**src/design/ipe_pkg.sv**
```systemverilog
package ipe_pkg;

    localparam int MODE_W   = 3;
    localparam int DATA16_W = 16;
    localparam int DATA8_W  = 8;

    localparam logic [MODE_W-1:0] MODE_WRITE16 = 3'd0;
    localparam logic [MODE_W-1:0] MODE_WRITE8  = 3'd1;
    localparam logic [MODE_W-1:0] MODE_READ16  = 3'd2;
    localparam logic [MODE_W-1:0] MODE_READ8   = 3'd3;
    localparam logic [MODE_W-1:0] MODE_SWITCH  = 3'd4;

    localparam int OE_BIT     = 0;
    localparam int SWITCH_BIT = 9;

    localparam logic [DATA16_W-1:0] OE_MASK     = 16'h0001;
    localparam logic [DATA16_W-1:0] SWITCH_MASK = 16'h0200;

    function automatic logic [DATA16_W-1:0] interlock16(input logic [DATA16_W-1:0] v);
        logic [DATA16_W-1:0] r;
        r = v;
        if (v[OE_BIT])
        begin
            r = v & OE_MASK;
        end
        r = r & ~SWITCH_MASK;
        return r;
    endfunction

endpackage

```
**src/design/i2c_port_expander_emulator.sv**
```systemverilog
// Transaction-level emulation of a 16-bit and an 8-bit I2C port expander.
// The input channel (in_valid, in_ready) carries one item per completed bus
// transaction or switch-pin change: mode, write_value and switch_level.
// The output channel (out_valid, out_ready) returns one result item for every
// input item: read_data, pins16, pins8 and the active-low int_line.
// An accepted item is held in an input register and is processed from there
// into the result register, which presents its result; while a stalled result
// occupies the result register, the item waits in the input register.
// One item is accepted every cycle while the output side keeps up; the only
// stage between the two registers is a little masking and selection logic.
// When the receiver stalls, the result is held and the input register keeps
// one further item, so in_ready falls only once both stages are occupied.
// pins16, pins8 and int_line are driven straight from the expander state,
// which changes only when a new result is loaded, so they always agree with
// the result item on offer.
// Reset clears both expander states, the remembered switch levels and the
// interrupt latch, releasing int_line, and empties both stages.
module i2c_port_expander_emulator
(
    input  logic                          clk,
    input  logic                          rst_n,
    input  logic                          in_valid,
    output logic                          in_ready,
    input  logic [ipe_pkg::MODE_W-1:0]    mode,
    input  logic [ipe_pkg::DATA16_W-1:0]  write_value,
    input  logic                          switch_level,
    output logic                          out_valid,
    input  logic                          out_ready,
    output logic [ipe_pkg::DATA16_W-1:0]  read_data,
    output logic [ipe_pkg::DATA16_W-1:0]  pins16,
    output logic [ipe_pkg::DATA8_W-1:0]   pins8,
    output logic                          int_line
);
    import ipe_pkg::*;

    logic                 inp_valid_reg;
    logic [MODE_W-1:0]    inp_mode_reg;
    logic [DATA16_W-1:0]  inp_wv_reg;
    logic                 inp_lvl_reg;

    logic                 res_valid_reg;
    logic [DATA16_W-1:0]  read_data_reg;
    logic [DATA16_W-1:0]  read_data_next;

    logic [DATA16_W-1:0]  state16_reg;
    logic [DATA16_W-1:0]  state16_next;
    logic [DATA8_W-1:0]   state8_reg;
    logic [DATA8_W-1:0]   state8_next;
    logic                 last_level_reg;
    logic                 last_level_next;
    logic                 return_level_reg;
    logic                 return_level_next;
    logic                 int_latched_reg;
    logic                 int_latched_next;

    logic advance;
    logic fire;
    logic in_take;

    assign advance = !res_valid_reg || out_ready;
    assign fire    = inp_valid_reg && advance;
    assign in_ready = !inp_valid_reg || advance;
    assign in_take  = in_valid && in_ready;

    always_comb
    begin
        state16_next      = state16_reg;
        state8_next       = state8_reg;
        last_level_next   = last_level_reg;
        return_level_next = return_level_reg;
        int_latched_next  = int_latched_reg;
        read_data_next    = '0;
        case (inp_mode_reg)
            MODE_WRITE16:
            begin
                int_latched_next = 1'b0;
                state16_next     = interlock16(inp_wv_reg);
            end
            MODE_WRITE8:
            begin
                state8_next = inp_wv_reg[DATA8_W-1:0];
            end
            MODE_READ16:
            begin
                int_latched_next         = 1'b0;
                state16_next[SWITCH_BIT] = inp_lvl_reg;
                read_data_next           = state16_next;
            end
            MODE_READ8:
            begin
                read_data_next = {{(DATA16_W-DATA8_W){1'b0}}, state8_reg};
            end
            MODE_SWITCH:
            begin
                if (inp_lvl_reg != last_level_reg)
                begin
                    if (!int_latched_reg)
                    begin
                        return_level_next = last_level_reg;
                        int_latched_next  = 1'b1;
                    end
                    else if (inp_lvl_reg == return_level_reg)
                    begin
                        int_latched_next = 1'b0;
                    end
                    last_level_next = inp_lvl_reg;
                end
            end
            default:
            begin
            end
        endcase
    end

    always_ff @(posedge clk or negedge rst_n)
    begin
        if (!rst_n)
        begin
            inp_valid_reg    <= 1'b0;
            res_valid_reg    <= 1'b0;
            state16_reg      <= '0;
            state8_reg       <= '0;
            last_level_reg   <= 1'b0;
            return_level_reg <= 1'b0;
            int_latched_reg  <= 1'b0;
        end
        else
        begin
            if (in_ready)
            begin
                inp_valid_reg <= in_valid;
            end
            if (advance)
            begin
                res_valid_reg <= inp_valid_reg;
            end
            if (fire)
            begin
                state16_reg      <= state16_next;
                state8_reg       <= state8_next;
                last_level_reg   <= last_level_next;
                return_level_reg <= return_level_next;
                int_latched_reg  <= int_latched_next;
            end
        end
    end

    always_ff @(posedge clk)
    begin
        if (in_take)
        begin
            inp_mode_reg <= mode;
            inp_wv_reg   <= write_value;
            inp_lvl_reg  <= switch_level;
        end
        if (fire)
        begin
            read_data_reg <= read_data_next;
        end
    end

    assign out_valid = res_valid_reg;
    assign read_data = read_data_reg;
    assign pins16    = state16_reg;
    assign pins8     = state8_reg;
    assign int_line  = !int_latched_reg;

`ifndef SYNTHESIS
    a_interlock: assert property (@(posedge clk) disable iff (!rst_n)
        state16_reg[OE_BIT] |-> ((state16_reg & ~(OE_MASK | SWITCH_MASK)) == '0))
        else $error("interlock violated on 16-bit expander state");

    a_switch_bit_only_on_read16: assert property (@(posedge clk) disable iff (!rst_n)
        (fire && inp_mode_reg != MODE_READ16 && inp_mode_reg != MODE_WRITE16)
        |=> $stable(state16_reg))
        else $error("16-bit state changed without a 16-bit access");

    a_access16_releases: assert property (@(posedge clk) disable iff (!rst_n)
        (fire && (inp_mode_reg == MODE_WRITE16 || inp_mode_reg == MODE_READ16))
        |=> int_line)
        else $error("interrupt not released by 16-bit access");

    a_state_holds_when_stalled: assert property (@(posedge clk) disable iff (!rst_n)
        (res_valid_reg && !out_ready) |=> ($stable(state16_reg) && $stable(state8_reg)
        && $stable(int_latched_reg)))
        else $error("expander state changed while a result was stalled");
`endif

endmodule

```
**config.mk**
```make
export PLATFORM = sky130hd
export DESIGN_NAME = i2c_port_expander_emulator
export DESIGN_NICKNAME = d
export VERILOG_FILES = /design/src/design/ipe_pkg.sv /design/src/design/i2c_port_expander_emulator.sv
export SDC_FILE = /design/constraint.sdc
export NUM_CORES = 1
export LEC_CHECK = 0
export BUFFER_PORTS_ARGS = -buffer_cell sky130_fd_sc_hd__buf_2
export CAP_MARGIN = 10
export CORE_ASPECT_RATIO = 1.5
export CORE_MARGIN = 3
export CORE_UTILIZATION = 30
export CTS_BUF_LIST = sky130_fd_sc_hd__clkbuf_8
export DETAILED_ROUTE_END_ITERATION = 10
export PLACE_DENSITY = 0.61
export SLEW_MARGIN = 25
export SYNTH_ARGS = -nofsm -noshare
export SYNTH_HDL_FRONTEND = slang
export SYNTH_SLANG_ARGS = --single-unit
```
**constraint.sdc**
```tcl
create_clock -name clk -period 3.9 [get_ports clk]
set_input_delay 0.585 -clock clk [delete_from_list [all_inputs] [get_ports clk]]
set_output_delay 0.585 -clock clk [all_outputs]
set_load 0.03 [all_outputs]
```
==> run_results.csv <==
group,metric,value,unit
status,status,"completed",
power_and_ir_drop,ir_worst_vdd,0.000175,V
critical_path,cp.required,4.12,ns
synth,synth_compound_area_share,2.17,%
route,viasPerCell,4.44,
critical_path,reg2reg_from,"inp_mode_reg[0]$_DFFE_PP_",
route,ant_nets,0,
grt,grt.busiest_layer,"met2",
synth,synth_top_cell_by_area,"edfxtp_1",
route,post_drt_wl_per_cell,15.1,µm
synth,synth_mux_area_share,14.9,%
synth,synth.ff_latch_count,64,
floorplanning,floorplan.initialDensity,31.6,%
synth,syn-cell-area,0.00259,mm²
timing,slew_headroom,44.3,%
grt,first_global_vias,1564,
grt,grt_antenna_before_repair,0,
clocking,cts_max_level,3,
placement,place_hpwl,3630,µm
floorplanning,coreArea,0.00821,mm²
synth,synth_area_leaders,"edfxtp_1, dfrtp_1, mux2_2",
cells_and_area,nFillCells,813,
route,first_pass_iters,4,
power_and_ir_drop,p_leak,0.00148,µW
grt,grtUsageTotal,12.0,%
cells_and_area,utilization,38.8,%
clocking,ctsHoldBuffers,0,
timing,post-route-period-util,58.5,%
synth,synthAdderAreaFrac,0,%
placement,gp_congestion,0.718,
grt,globalRouteMet1Util,13.6,%
synth,synth-xor-area-share,0.338,%
route,post-route-drc-count,0,
timing,setup-violations-final,0,
synth,synth_top_family_by_area,"multiplexers",
timing,finalHoldViolCount,0,
cells_and_area,layout.nets,258,
critical_path,crit_path_end_kind,"flip-flop",
timing,worst_pin_slew,0.835,ns
critical_path,crit_fanout,15,
route,wl,5190,µm
synth,synthCells,165,
clocking,clk_pin_slew,0.07,ns
clocking,cts_tree,"yes",
grt,met3_usage,4.28,%
synth,ys_seq_area_share,68.5,%
timing,setup_tns,0,ns
critical_path,reg2reg_to,"pins16[7]$_DFFE_PN0P_",
grt,grt-ovfl-total,0,
timing,fin_skew,0.00798,ns
clocking,cts.repair.resized,0,
cells_and_area,drive_gt1_share,43.5,%
grt,grt_pass1_wl,8360,µm
synth,synth_top_area_share,40.5,%
synth,avgSynthCellArea,15.7,µm²
cells_and_area,areaGrowthSynthToFinish,22.8,%
timing,max_freq,438,MHz
cells_and_area,n_antenna_cell,0,
placement,io_buffers,65,
floorplanning,die_area,0.00983,mm²
route,first_iter_violations,63,
timing,slew_violations,0,
timing,whs,0.280,ns
synth,synth_cell_types,31,
critical_path,startpoint_type,"flip-flop",
floorplanning,rows,40,
clocking,clock_path_buffers,2,
critical_path,r2r_slack,1.62,ns
route,num_vias,1528,
clocking,post_cts_buffers,0,
floorplanning,die_h,120,µm
power_and_ir_drop,powerDensity,567,mW/mm²
min_path,hold_class,"in2async",
grt,grt_max_degree,30,
synth,synth_fp_nets,189,
critical_path,crit_type,"reg2reg",
synth,synth-simple-area-share,12.1,%
floorplanning,io_pins,67,
job,maxCapViolCount,0,
critical_path,crit_arrival,2.50,ns
clocking,clk_latency,0.34,ns
grt,grt_use_met2,19.1,%
clocking,clock_sinks,64,
timing,period_minus_slack,2.28,ns
clocking,cts_buffers,9,
synth,yosys_warnings,0,
timing,rsz0062_at_grt,"false",
clocking,root_buffer,"clkbuf_8",
critical_path,ff2ff_path_depth,3,
floorplanning,dieWidth,81.9,µm
critical path: stages, from the launching register on:
cell and delay, ns:
edfxtp_1 0.67, nor2_1 0.65, nand3_4 0.43, mux2_4 0.41
cells in the final DEF (no fill, tap or decap), types with 2 or more instances in the layout:
cell type,n
buf_2,65
mux2i_1,8
and2b_1,2
mux2_2,14
inv_1,9
edfxtp_1,35
dfrtp_1,29
nor2_1,9
and3_1,8
nor3b_1,2
a31oi_1,2
clkbuf_8,11
nand2b_1,5
nor2b_1,14
mux2_4,10
how the worst max path moves through the flow:
stage                              start               endpoint  slack [ns]  cells after the start
6_report       inp_mode_reg[0]$_DFFE_PP_  pins16[7]$_DFFE_PN0P_        1.62                      3
5_1_grt        inp_mode_reg[0]$_DFFE_PP_  pins16[2]$_DFFE_PN0P_        1.43                      3
4_1_cts        inp_mode_reg[0]$_DFFE_PP_  pins16[7]$_DFFE_PN0P_        1.57                      3
3_5_place_dp   inp_mode_reg[0]$_DFFE_PP_  pins16[7]$_DFFE_PN0P_        1.60                      3
3_3_place_gp   inp_mode_reg[0]$_DFFE_PP_  pins16[6]$_DFFE_PN0P_        1.55                      3
2_1_floorplan      out_valid$_DFFE_PN0P_  inp_lvl_reg$_DFFE_PP_        2.03                      3
per-stage QoR:
stage	std cells	setup WS, ns	total power, µW	instance area, µm²
finish	344	1.62	1810	3190
global route	344	1.43	1910	3190
CTS	344	1.57	1840	3190
detailed placement	328	1.60	1350	3020
global placement	328	1.55	1340	3020
floorplan	165	2.03	1200	2590
cell usage after synthesis:
library cell,instances
inv_1,4
a31oi_1,2
dfrtp_1,29
buf_6,1
clkbuf_1,4
and2_1,2
a41o_1,1
nand2_1,1
nand4b_1,1
o221ai_1,1
nor2b_1,14
mux2_4,10
edfxtp_1,35
and2b_4,1
a21oi_1,1
and3_1,8
o211ai_1,1
nor3b_1,2
and2b_1,2
mux2_2,14
nand4_1,1
mux2i_1,8
a22oi_1,1
nand3_4,1
o21ai_0,1
buf_2,2
nand3b_1,1
xnor2_1,1
nand2b_1,5
nor2_1,9
nand4b_2,1
final cells by class:
class | instances | area (µm²) | area share (%)
sequential | 64 | 1780 | 55.8
clock buffer | 11 | 151 | 4.75
multi-input combinational | 90 | 768 | 24.1
clock inverter | 5 | 18.8 | 0.589
tap | 105 | 131 | 4.12
inverter | 4 | 15.0 | 0.471
timing repair buffer | 65 | 325 | 10.2
logic make-up after synthesis:
group | count (synthesis)
xor+xnor | 1
buf+inv | 11
flops | 64
mux | 32
simple gates | 49
compound gates | 8
where the power goes:
group          internal, µW  total (µW)  switching (µW)  leakage [µW]
Clock                   254         481             227      0.000106
Combinational           159         425             266      0.000673
Sequential              822         901            79.5      0.000700
layer usage:
| metal | share of wire, % | vias to the layer above |
|---|---|---|
| li1 | - | 733 |
| met1 | 40 | 735 |
| met2 | 52 | 50 |
| met3 | 5.8 | 10 |
| met4 | 2.5 | 0 |
| met5 | 0 | - |
Note: power is estimated with default switching activity, not from simulation.
